`src/sv/acsl_pkg.sv`:
```
// shared types and constants of the arm and collision speed limit block
`timescale 1ns / 1ps
package acsl_pkg;

	localparam int unsigned QW = 16;
	localparam logic [QW-1:0] ONE_Q15 = 16'd32768;

	// commands
	localparam logic [1:0] CMD_ARM    = 2'd0;
	localparam logic [1:0] CMD_DISARM = 2'd1;
	localparam logic [1:0] CMD_LIMIT  = 2'd2;

	// register indexes
	localparam logic [2:0] REG_ARM_ZERO_COUNT = 3'd0;
	localparam logic [2:0] REG_COLLISION_EN   = 3'd1;
	localparam logic [2:0] REG_IGNORE_FRONT   = 3'd2;
	localparam logic [2:0] REG_SLOW_FACTOR    = 3'd3;
	localparam logic [2:0] REG_CRAWL_FACTOR   = 3'd4;
	localparam logic [2:0] REG_RELEASE_MS     = 3'd5;

	// register reset values
	localparam logic [15:0] RST_ARM_ZERO_COUNT = 16'd20;
	localparam logic [15:0] RST_SLOW_FACTOR    = 16'd16384;
	localparam logic [15:0] RST_CRAWL_FACTOR   = 16'd8192;
	localparam logic [15:0] RST_RELEASE_MS     = 16'd1000;

	// zone codes
	localparam logic [1:0] PROX_CLEAR = 2'd0;
	localparam logic [1:0] PROX_SLOW  = 2'd1;
	localparam logic [1:0] PROX_CRAWL = 2'd2;
	localparam logic [1:0] PROX_STOP  = 2'd3;

	typedef struct packed {
		logic [1:0]         cmd;
		logic               joystick_valid;
		logic signed [15:0] wheel_a;
		logic signed [15:0] wheel_b;
		logic signed [15:0] wheel_c;
		logic signed [15:0] wheel_d;
		logic [15:0]        elapsed_ms;
		logic [13:0]        zone_codes;
		logic [15:0]        lidar_front_factor;
		logic signed [15:0] drive_x;
		logic signed [15:0] drive_y;
		logic signed [15:0] drive_rotation;
	} in_item_t;

	typedef struct packed {
		logic               motors_armed;
		logic signed [15:0] limited_x;
		logic signed [15:0] limited_y;
		logic signed [15:0] limited_rotation;
	} out_item_t;

	typedef struct packed {
		logic [2:0]  index;
		logic [15:0] data;
	} cfg_item_t;

endpackage

```
`src/sv/acsl_stream_if.sv`:
```
// valid/ready channel carrying one payload of a given type
`timescale 1ns / 1ps
interface acsl_stream_if #(
	parameter type payload_t = logic
);
	logic     valid;
	logic     ready;
	payload_t payload;

	modport source (output valid, output payload, input ready);
	modport sink (input valid, input payload, output ready);
endinterface

```
`src/sv/arm_and_collision_speed_limit_unit.sv`:
```
// arm and collision speed limit unit: arming sequencer, limit easing and drive scaling
`timescale 1ns / 1ps
// Arming and disarm requests, and limit requests while the motors are disarmed or
// collision handling is off, finish in the cycle they are accepted: the result is
// offered on the next cycle. A limit request with collision handling active runs
// through a shared restoring divider for the easing step (skipped when
// elapsed_ms >= release_ms or release_ms is 0), an easing state, and a shared
// 16x16 multiplier that scales the three axes in turn, each in a multiply state
// and a write-back state, then a final state that loads the result once the output
// is free. in_ch.ready is low while a request is worked on
// or while a finished result still waits to be taken. The configuration port is
// always ready; its registers are to be written only while the unit is idle.
module arm_and_collision_speed_limit_unit (
	input logic clk,
	input logic arst_n,
	acsl_stream_if.sink   in_ch,
	acsl_stream_if.source out_ch,
	acsl_stream_if.sink   cfg_ch
);
	import acsl_pkg::*;

	localparam logic [2:0] ST_IDLE = 3'd0;
	localparam logic [2:0] ST_DIV  = 3'd1;
	localparam logic [2:0] ST_EASE = 3'd2;
	localparam logic [2:0] ST_MUL  = 3'd3;
	localparam logic [2:0] ST_WB   = 3'd4;
	localparam logic [2:0] ST_FIN  = 3'd5;

	localparam logic [1:0] AX_X   = 2'd0;
	localparam logic [1:0] AX_Y   = 2'd1;
	localparam logic [1:0] AX_ROT = 2'd2;

	localparam logic [3:0] DIV_LAST = 4'd14;

	// configuration
	logic [15:0] arm_zero_count_q, slow_factor_q, crawl_factor_q, release_ms_q;
	logic        collision_enable_q, ignore_front_q;

	// block state
	logic        armed_q;
	logic [15:0] zero_run_q;
	logic [15:0] front_lim_q, back_lim_q, left_lim_q, right_lim_q, turn_lim_q;

	// sequencer and datapath
	logic [2:0]  state_q;
	logic [3:0]  cnt_q;
	logic [1:0]  axis_q;
	logic [15:0] rem_q;
	logic [13:0] quo_q;
	logic [15:0] step_q;
	logic [15:0] tgt_front_q, tgt_back_q, tgt_left_q, tgt_right_q, tgt_turn_q;
	logic signed [15:0] dx_q, dy_q, dr_q;
	logic signed [15:0] lx_q, ly_q, lr_q;
	logic [31:0] prod_q;
	logic        neg_q;

	logic        out_valid_q;
	out_item_t   out_q;

	in_item_t    req;
	cfg_item_t   wr;
	logic        in_acc, out_free, limits_active, out_load;

	function automatic logic [15:0] sat_one(input logic [15:0] f);
		sat_one = (f > ONE_Q15) ? ONE_Q15 : f;
	endfunction

	function automatic logic [15:0] zone_factor(input logic [1:0] z, input logic [15:0] slow,
			input logic [15:0] crawl);
		case (z)
			PROX_CLEAR: zone_factor = ONE_Q15;
			PROX_SLOW:  zone_factor = sat_one(slow);
			PROX_CRAWL: zone_factor = sat_one(crawl);
			PROX_STOP:  zone_factor = 16'd0;
			default:    zone_factor = ONE_Q15;
		endcase
	endfunction

	function automatic logic [1:0] worse(input logic [1:0] a, input logic [1:0] b);
		worse = (a > b) ? a : b;
	endfunction

	function automatic logic [15:0] ease(input logic [15:0] lim, input logic [15:0] tgt,
			input logic [15:0] step);
		logic [16:0] sum;
		sum = {1'b0, lim} + {1'b0, step};
		if (tgt < lim) begin
			ease = tgt;
		end else if (sum < {1'b0, tgt}) begin
			ease = sum[15:0];
		end else begin
			ease = tgt;
		end
	endfunction

	assign req = in_ch.payload;
	assign wr  = cfg_ch.payload;

	assign out_free      = !out_valid_q || out_ch.ready;
	assign in_ch.ready   = (state_q == ST_IDLE) && out_free;
	assign in_acc        = in_ch.valid && in_ch.ready;
	assign cfg_ch.ready  = 1'b1;
	assign out_ch.valid  = out_valid_q;
	assign out_ch.payload = out_q;
	assign limits_active = armed_q && collision_enable_q;

	// a result is loaded straight from the request or at the end of a limit run
	assign out_load = ((state_q == ST_IDLE) && in_acc &&
		!(req.cmd == CMD_LIMIT && limits_active)) || ((state_q == ST_FIN) && out_free);

	// arming decision for an arm check request
	logic        wheels_zero;
	logic [15:0] run_inc;
	logic        arm_now;
	logic        armed_d;
	logic [15:0] zero_run_d;

	assign wheels_zero = (req.wheel_a == 16'sd0) && (req.wheel_b == 16'sd0) &&
		(req.wheel_c == 16'sd0) && (req.wheel_d == 16'sd0);
	assign run_inc = (zero_run_q == 16'hFFFF) ? zero_run_q : zero_run_q + 16'd1;

	always_comb begin
		armed_d    = armed_q;
		zero_run_d = zero_run_q;
		arm_now    = 1'b0;
		case (req.cmd)
			CMD_ARM: begin
				if (!req.joystick_valid) begin
					armed_d    = 1'b0;
					zero_run_d = 16'd0;
				end else if (!armed_q) begin
					zero_run_d = wheels_zero ? run_inc : 16'd0;
					arm_now    = zero_run_d > arm_zero_count_q;
					if (arm_now) begin
						armed_d    = 1'b1;
						zero_run_d = 16'd0;
					end
				end
			end
			CMD_DISARM: begin
				armed_d    = 1'b0;
				zero_run_d = 16'd0;
			end
			default: begin
			end
		endcase
	end

	// per-direction targets from the zone codes
	logic [1:0]  s_fl, s_fr, s_bk, s_sl, s_sr, l_fl, l_fr, s_front, worst;
	logic [15:0] lidar_f, front_sensor_f, front_t, turn_t;

	always_comb begin
		s_fl = req.zone_codes[1:0];
		s_fr = req.zone_codes[3:2];
		s_bk = req.zone_codes[5:4];
		s_sl = req.zone_codes[7:6];
		s_sr = req.zone_codes[9:8];
		l_fl = req.zone_codes[11:10];
		l_fr = req.zone_codes[13:12];
		lidar_f        = sat_one(req.lidar_front_factor);
		s_front        = worse(s_fl, s_fr);
		front_sensor_f = zone_factor(s_front, slow_factor_q, crawl_factor_q);
		front_t = lidar_f;
		worst   = worse(l_fl, l_fr);
		if (!ignore_front_q) begin
			if (front_sensor_f < front_t) begin
				front_t = front_sensor_f;
			end
			worst = worse(worst, s_front);
		end
		worst  = worse(worst, worse(s_bk, worse(s_sl, s_sr)));
		turn_t = (worst >= PROX_CRAWL) ? sat_one(crawl_factor_q) : ONE_Q15;
	end

	// shared divider step and shared multiplier operands
	logic [16:0] trial;
	logic        qbit;
	logic [15:0] rem_d;
	logic signed [15:0] mul_v;
	logic [15:0] mul_lim, mul_mag;
	logic [15:0] scaled;
	logic signed [15:0] scaled_s;

	assign trial = {rem_q, 1'b0};
	assign qbit  = trial >= {1'b0, release_ms_q};
	assign rem_d = qbit ? 16'(trial - {1'b0, release_ms_q}) : trial[15:0];

	always_comb begin
		case (axis_q)
			AX_X: begin
				mul_v   = dx_q;
				mul_lim = (dx_q > 16'sd0) ? right_lim_q : left_lim_q;
			end
			AX_Y: begin
				mul_v   = dy_q;
				mul_lim = (dy_q > 16'sd0) ? front_lim_q : back_lim_q;
			end
			default: begin
				mul_v   = dr_q;
				mul_lim = turn_lim_q;
			end
		endcase
		mul_mag = mul_v[15] ? 16'(~mul_v + 16'sd1) : mul_v;
	end

	assign scaled   = prod_q[30:15];
	assign scaled_s = neg_q ? 16'(-$signed(scaled)) : $signed(scaled);

	// configuration registers
	always_ff @(posedge clk or negedge arst_n) begin
		if (!arst_n) begin
			arm_zero_count_q   <= RST_ARM_ZERO_COUNT;
			collision_enable_q <= 1'b1;
			ignore_front_q     <= 1'b0;
			slow_factor_q      <= RST_SLOW_FACTOR;
			crawl_factor_q     <= RST_CRAWL_FACTOR;
			release_ms_q       <= RST_RELEASE_MS;
		end else if (cfg_ch.valid) begin
			case (wr.index)
				REG_ARM_ZERO_COUNT: arm_zero_count_q   <= wr.data;
				REG_COLLISION_EN:   collision_enable_q <= wr.data[0];
				REG_IGNORE_FRONT:   ignore_front_q     <= wr.data[0];
				REG_SLOW_FACTOR:    slow_factor_q      <= wr.data;
				REG_CRAWL_FACTOR:   crawl_factor_q     <= wr.data;
				REG_RELEASE_MS:     release_ms_q       <= wr.data;
				default: begin
				end
			endcase
		end
	end

	// control state
	always_ff @(posedge clk or negedge arst_n) begin
		if (!arst_n) begin
			state_q     <= ST_IDLE;
			out_valid_q <= 1'b0;
			armed_q     <= 1'b0;
			zero_run_q  <= 16'd0;
			front_lim_q <= ONE_Q15;
			back_lim_q  <= ONE_Q15;
			left_lim_q  <= ONE_Q15;
			right_lim_q <= ONE_Q15;
			turn_lim_q  <= ONE_Q15;
			cnt_q       <= 4'd0;
			axis_q      <= AX_X;
		end else begin
			if (out_load) begin
				out_valid_q <= 1'b1;
			end else if (out_ch.ready) begin
				out_valid_q <= 1'b0;
			end
			case (state_q)
				ST_IDLE: begin
					if (in_acc) begin
						armed_q    <= armed_d;
						zero_run_q <= zero_run_d;
						if (req.cmd == CMD_LIMIT && limits_active) begin
							cnt_q  <= 4'd0;
							axis_q <= AX_X;
							if (release_ms_q == 16'd0 || req.elapsed_ms >= release_ms_q) begin
								state_q <= ST_EASE;
							end else begin
								state_q <= ST_DIV;
							end
						end else if (req.cmd == CMD_LIMIT) begin
							front_lim_q <= ONE_Q15;
							back_lim_q  <= ONE_Q15;
							left_lim_q  <= ONE_Q15;
							right_lim_q <= ONE_Q15;
							turn_lim_q  <= ONE_Q15;
						end
					end
				end
				ST_DIV: begin
					cnt_q <= cnt_q + 4'd1;
					if (cnt_q == DIV_LAST) begin
						state_q <= ST_EASE;
					end
				end
				ST_EASE: begin
					front_lim_q <= ease(front_lim_q, tgt_front_q, step_q);
					back_lim_q  <= ease(back_lim_q, tgt_back_q, step_q);
					left_lim_q  <= ease(left_lim_q, tgt_left_q, step_q);
					right_lim_q <= ease(right_lim_q, tgt_right_q, step_q);
					turn_lim_q  <= ease(turn_lim_q, tgt_turn_q, step_q);
					state_q     <= ST_MUL;
				end
				ST_MUL: begin
					state_q <= ST_WB;
				end
				ST_WB: begin
					if (axis_q == AX_ROT) begin
						state_q <= ST_FIN;
					end else begin
						axis_q  <= axis_q + 2'd1;
						state_q <= ST_MUL;
					end
				end
				ST_FIN: begin
					if (out_free) begin
						state_q <= ST_IDLE;
					end
				end
				default: begin
					state_q <= ST_IDLE;
				end
			endcase
		end
	end

	// datapath registers
	always_ff @(posedge clk) begin
		case (state_q)
			ST_IDLE: begin
				if (in_acc) begin
					rem_q       <= req.elapsed_ms;
					quo_q       <= 14'd0;
					step_q      <= ONE_Q15;
					tgt_front_q <= front_t;
					tgt_back_q  <= zone_factor(s_bk, slow_factor_q, crawl_factor_q);
					tgt_left_q  <= zone_factor(s_sl, slow_factor_q, crawl_factor_q);
					tgt_right_q <= zone_factor(s_sr, slow_factor_q, crawl_factor_q);
					tgt_turn_q  <= turn_t;
					dx_q        <= req.drive_x;
					dy_q        <= req.drive_y;
					dr_q        <= req.drive_rotation;
					out_q.motors_armed <= armed_d;
					if (req.cmd == CMD_LIMIT) begin
						// pass-through when limits are inactive
						out_q.limited_x        <= req.drive_x;
						out_q.limited_y        <= req.drive_y;
						out_q.limited_rotation <= req.drive_rotation;
					end else begin
						out_q.limited_x        <= 16'sd0;
						out_q.limited_y        <= 16'sd0;
						out_q.limited_rotation <= 16'sd0;
					end
				end
			end
			ST_DIV: begin
				rem_q <= rem_d;
				quo_q <= {quo_q[12:0], qbit};
				if (cnt_q == DIV_LAST) begin
					step_q <= {1'b0, quo_q, qbit};
				end
			end
			ST_MUL: begin
				prod_q <= mul_mag * mul_lim;
				neg_q  <= mul_v[15];
			end
			ST_WB: begin
				case (axis_q)
					AX_X:    lx_q <= scaled_s;
					AX_Y:    ly_q <= scaled_s;
					default: lr_q <= scaled_s;
				endcase
			end
			ST_FIN: begin
				if (out_free) begin
					out_q.motors_armed     <= armed_q;
					out_q.limited_x        <= lx_q;
					out_q.limited_y        <= ly_q;
					out_q.limited_rotation <= lr_q;
				end
			end
			default: begin
			end
		endcase
	end

	// checks
	a_busy_not_ready: assert property (@(posedge clk) disable iff (!arst_n)
		(state_q != ST_IDLE) |-> !in_ch.ready)
		else $error("request taken while a limit request is in progress");

	a_div_rem_bound: assert property (@(posedge clk) disable iff (!arst_n)
		(state_q == ST_DIV) |-> (rem_q < release_ms_q))
		else $error("divider remainder not below release time");

	a_limit_bound: assert property (@(posedge clk) disable iff (!arst_n)
		(front_lim_q <= ONE_Q15) && (back_lim_q <= ONE_Q15) && (left_lim_q <= ONE_Q15) &&
		(right_lim_q <= ONE_Q15) && (turn_lim_q <= ONE_Q15))
		else $error("speed limit above 1.0");

	a_disarm: assert property (@(posedge clk) disable iff (!arst_n)
		(in_acc && req.cmd == CMD_DISARM) |=> (!armed_q && zero_run_q == 16'd0))
		else $error("disarm request left motors armed");

	a_inactive_reset: assert property (@(posedge clk) disable iff (!arst_n)
		(in_acc && req.cmd == CMD_LIMIT && !limits_active) |=>
		(front_lim_q == ONE_Q15 && turn_lim_q == ONE_Q15 && out_valid_q))
		else $error("inactive limit request did not restore limits");

endmodule

```
`src/flat_wrapper.sv`:
```
// flat-port wrapper written by rule: the top's interface ports become plain ports
module arm_and_collision_speed_limit_unit_flat import acsl_pkg::*;
  (clk, arst_n, in_ch_valid, in_ch_payload, in_ch_ready, out_ch_valid, out_ch_payload, out_ch_ready, cfg_ch_valid, cfg_ch_payload, cfg_ch_ready);
  acsl_stream_if #(.payload_t(in_item_t)) in_ch_i ();
  acsl_stream_if #(.payload_t(out_item_t)) out_ch_i ();
  acsl_stream_if #(.payload_t(cfg_item_t)) cfg_ch_i ();
  input logic clk;
  input logic arst_n;
  input wire logic [$bits(in_ch_i.valid)-1:0] in_ch_valid;
  input wire logic [$bits(in_ch_i.payload)-1:0] in_ch_payload;
  output wire logic [$bits(in_ch_i.ready)-1:0] in_ch_ready;
  output wire logic [$bits(out_ch_i.valid)-1:0] out_ch_valid;
  output wire logic [$bits(out_ch_i.payload)-1:0] out_ch_payload;
  input wire logic [$bits(out_ch_i.ready)-1:0] out_ch_ready;
  input wire logic [$bits(cfg_ch_i.valid)-1:0] cfg_ch_valid;
  input wire logic [$bits(cfg_ch_i.payload)-1:0] cfg_ch_payload;
  output wire logic [$bits(cfg_ch_i.ready)-1:0] cfg_ch_ready;
  assign in_ch_i.valid = in_ch_valid;
  assign in_ch_i.payload = in_ch_payload;
  assign in_ch_ready = in_ch_i.ready;
  assign out_ch_valid = out_ch_i.valid;
  assign out_ch_payload = out_ch_i.payload;
  assign out_ch_i.ready = out_ch_ready;
  assign cfg_ch_i.valid = cfg_ch_valid;
  assign cfg_ch_i.payload = cfg_ch_payload;
  assign cfg_ch_ready = cfg_ch_i.ready;
  arm_and_collision_speed_limit_unit u_core (.clk(clk), .arst_n(arst_n), .in_ch(in_ch_i), .out_ch(out_ch_i), .cfg_ch(cfg_ch_i));
endmodule
```
`config.mk`:
```
export PLATFORM = sky130hd
export DESIGN_NAME = arm_and_collision_speed_limit_unit_flat
export DESIGN_NICKNAME = d
export VERILOG_FILES = /design/src/sv/acsl_pkg.sv /design/src/sv/acsl_stream_if.sv /design/src/sv/arm_and_collision_speed_limit_unit.sv /design/src/flat_wrapper.sv
export SDC_FILE = /design/constraint.sdc
export NUM_CORES = 2
export LEC_CHECK = 0
export ABC_AREA = 1
export BUFFER_PORTS_ARGS = -buffer_cell sky130_fd_sc_hd__buf_2
export CAP_MARGIN = 20
export CORE_ASPECT_RATIO = 1.5
export CORE_UTILIZATION = 57
export CTS_CLUSTER_SIZE = 14
export DETAILED_ROUTE_END_ITERATION = 12
export MAX_ROUTING_LAYER = met4
export PLACE_DENSITY_LB_ADDON = 0.12
export SYNTH_ARGS = -nofsm -noshare
export SYNTH_HDL_FRONTEND = slang
export SYNTH_SLANG_ARGS = --single-unit
```
`constraint.sdc`:
```
create_clock -name clk -period 6.7 [get_ports clk]
set_input_delay 0.335 -clock clk [delete_from_list [all_inputs] [get_ports clk]]
set_output_delay 0.335 -clock clk [all_outputs]
set_load 0.05 [all_outputs]
```
==> impl_metrics.json <==
{
  "final_max_slew_viol_count": 0,
  "synth_edf_count": 288,
  "vias_per_cell": 5.72,
  "cts_tree": "done",
  "max_stage_delay_ps": 560,
  "setup_viol_count_final": 16,
  "fin_util": 0.688,
  "yosysUniqueCellTypes": 69,
  "tightest_slew_ps": 980,
  "final_layout_size_suffix_gt1_frac": 0.171,
  "drc": 0,
  "final_hold_viol_count": 0,
  "period_minus_slack_ps": 7080,
  "required_ps": 7070,
  "start_util": 0.575,
  "routed_wl_um": 129000,
  "worst-setup-path-type": "flip-flop to flip-flop",
  "pin_count": 237,
  "nets": 5945,
  "path_clk_slew_ps": 70,
  "grt_start_max_net_pins": 97,
  "cts_max_level": 2,
  "drv_cap": 0,
  "vias": 34800,
  "wl_per_cell_um": 21.3,
  "synth_top_area_frac": 0.226,
  "fmax_mhz": 141,
  "holdPathStages": 3,
  "gp_congestion": 1.06,
  "r2r_slack_ps": -380,
  "grt_pass1_vias": 35300,
  "hpwl_um": 102000,
  "drt_first_pass_iters": 8,
  "status": "finished with violations",
  "start_kind": "flip-flop",
  "rsz0062_at_grt": "true",
  "grt_usage": 0.398,
  "grt_overflow_total": 0,
  "slew_headroom": 0.345,
  "nFillCells": 5690,
  "fin_skew_ps": 26.1,
  "async_flop_share": 0.375,
  "yosys.area.top_type": "edfxtp_1",
  "synth_area_leaders": "edfxtp_1 23%, ha_1 13%, fa_1 10%, dfrtp_1 10%, nand2_1 9.6%",
  "fin_ws_ps": -379,
  "hold_class": "input port to flip-flop",
  "period_share": 1.06,
  "synth_area_um2": 38300,
  "rr_worst_depth": 34,
  "dp_slack_ps": -548,
  "violations": "negative setup slack",
  "synth_area_per_cell_um2": 8.30,
  "io_buffer_count": 233,
  "final_common_cell": "nand2_1",
  "arrival_ps": 7450,
  "crit_fanout": 6,
  "critPathSlowestCell": "fa_1",
  "ys_ff_latch": 461,
  "drtIter0Drc": 2614,
  "worstSkewPairLatency_ps": 630,
  "die_area_um2": 68300,
  "core_um2": 66600,
  "largest_reg_flops": 49,
  "ys.flop_type": "edfxtp_1",
  "seq_area_frac_synth": 0.339,
  "crit_path_end_kind": "flip-flop",
  "grt_pass1_wl_um": 196000,
  "die_w_um": 214,
  "area_delta_synth_final_pct": 19.6,
  "cts_root_buffer": "clkbuf_16",
  "syn_nets": 5400,
  "antenna_found_initial": 2,
  "synthCells": 4616,
  "yosysWarningCount": 0,
  "antenna_left": 0,
  "fp-row-count": 116,
  "regArea_um2": 13000,
  "multi_input_area_um2": 22800,
  "cts.sinks": 461,
  "cts_buffers": 49,
  "cts_buffer_depth": 3,
  "die_y_um": 320,
  "final_cell_mix": "962 x nand2_1, 722 x inv_1, 382 x ha_1"
}
-- kinds of logic (layout without fill, tap and decap cells) --
| logic type | Yosys count | count (layout) | synth area share |
|---|---|---|---|
| AOI/OAI and AO/OA | 882 | 882 | 0.131 |
| adders and majority gates | 599 | 599 | 0.234 |
| xor gates and xnor gates | 120 | 120 | 0.0287 |
| other | 1 | 4 | 0.0000978 |
| DFF | 461 | 461 | 0.339 |
| buffers and inverters | 894 | 1478 | 0.0903 |
| and+or+nand+nor | 1659 | 1659 | 0.177 |
-- area by class of cell --
class	count	area share
timing repair inverter	1	0.000164
multi-input combinational	3261	0.497
antenna	3	0.000164
tap	885	0.0242
clock buffer	70	0.0315
clock inverter	20	0.00423
sequential	461	0.284
timing repair buffer	608	0.0947
inverter	779	0.0648
-- synthesized netlist by cell type, drive strengths merged (10+ instances only) --
cell / instances
o21bai: 10
dfrtp: 157
buf: 44
o21ai: 324
o21a: 15
ha: 401
a21oi: 328
nor3: 62
o31ai: 11
a211oi: 23
inv: 774
xor2: 86
o211ai: 15
nor4: 29
dfstp: 16
nand4: 29
a31oi: 10
nor2: 393
edfxtp: 288
xnor2: 34
a22o: 18
nand3: 131
fa: 198
nand2: 1000
clkbuf: 71
o22ai: 94
-- critical path: cells and delay by family (launching register included) --
| kind | cells | cell delay, ps |
|---|---|---|
| compound gates | 6 | 1070 |
| xor+xnor | 1 | 180 |
| fa+ha+maj | 8 | 3520 |
| buf+inv | 10 | 860 |
| flops | 1 | 400 |
| simple gates | 9 | 800 |
-- stage by stage --
| step | setup TNS [ps] | hold WS [ps] | instance area, µm² | instances |
|---|---|---|---|---|
| global placement | -5900 | 466 | 42600 | 5909 |
| global route | -8580 | 16.0 | 45800 | 6086 |
| floorplan | -10.7 | 39.4 | 38500 | 4616 |
| detailed placement | -6820 | 473 | 42600 | 5909 |
| CTS | -4200 | 5.38 | 45500 | 6081 |
| finish | -4340 | 28.2 | 45800 | 6088 |
-- timing repair --
item | in CTS | in global routing
hold buffers | 51 | 0
resized for setup | 139 | 75
hold endpoints to repair | 124 | 0
pin swaps | 68 | 66
cloned | 1 | 0
buffers inserted | 30 | 4
setup endpoints to repair | 16 | 16
-- path summary, 6_finish.rpt --
check                                         endpoint                   startpoint
max in group asynchronous         u_core.back_lim_q[2]                       arst_n
setup reg to reg                     u_core.prod_q[28]             u_core.axis_q[0]
setup / recovery                     u_core.prod_q[28]             u_core.axis_q[0]
hold reg to reg            u_core.arm_zero_count_q[15]  u_core.arm_zero_count_q[15]
hold / removal                        u_core.rem_q[12]            in_ch_payload[90]
min in group asynchronous        u_core.zero_run_q[15]                       arst_n
-- routing by layer --
| layer | routed length [µm] | vias to the layer above | track usage |
|---|---|---|---|
| met5 | 0 | - | - |
| met4 | 13100 | 0 | 0.321 |
| met3 | 7230 | 585 | 0.0542 |
| met2 | 64900 | 1353 | 0.680 |
| met1 | 44200 | 16500 | 0.403 |
| li1 | - | 16300 | - |
Power is not shown: default switching activity piles up to over one toggle a cycle in this logic, so the estimate is an artifact.
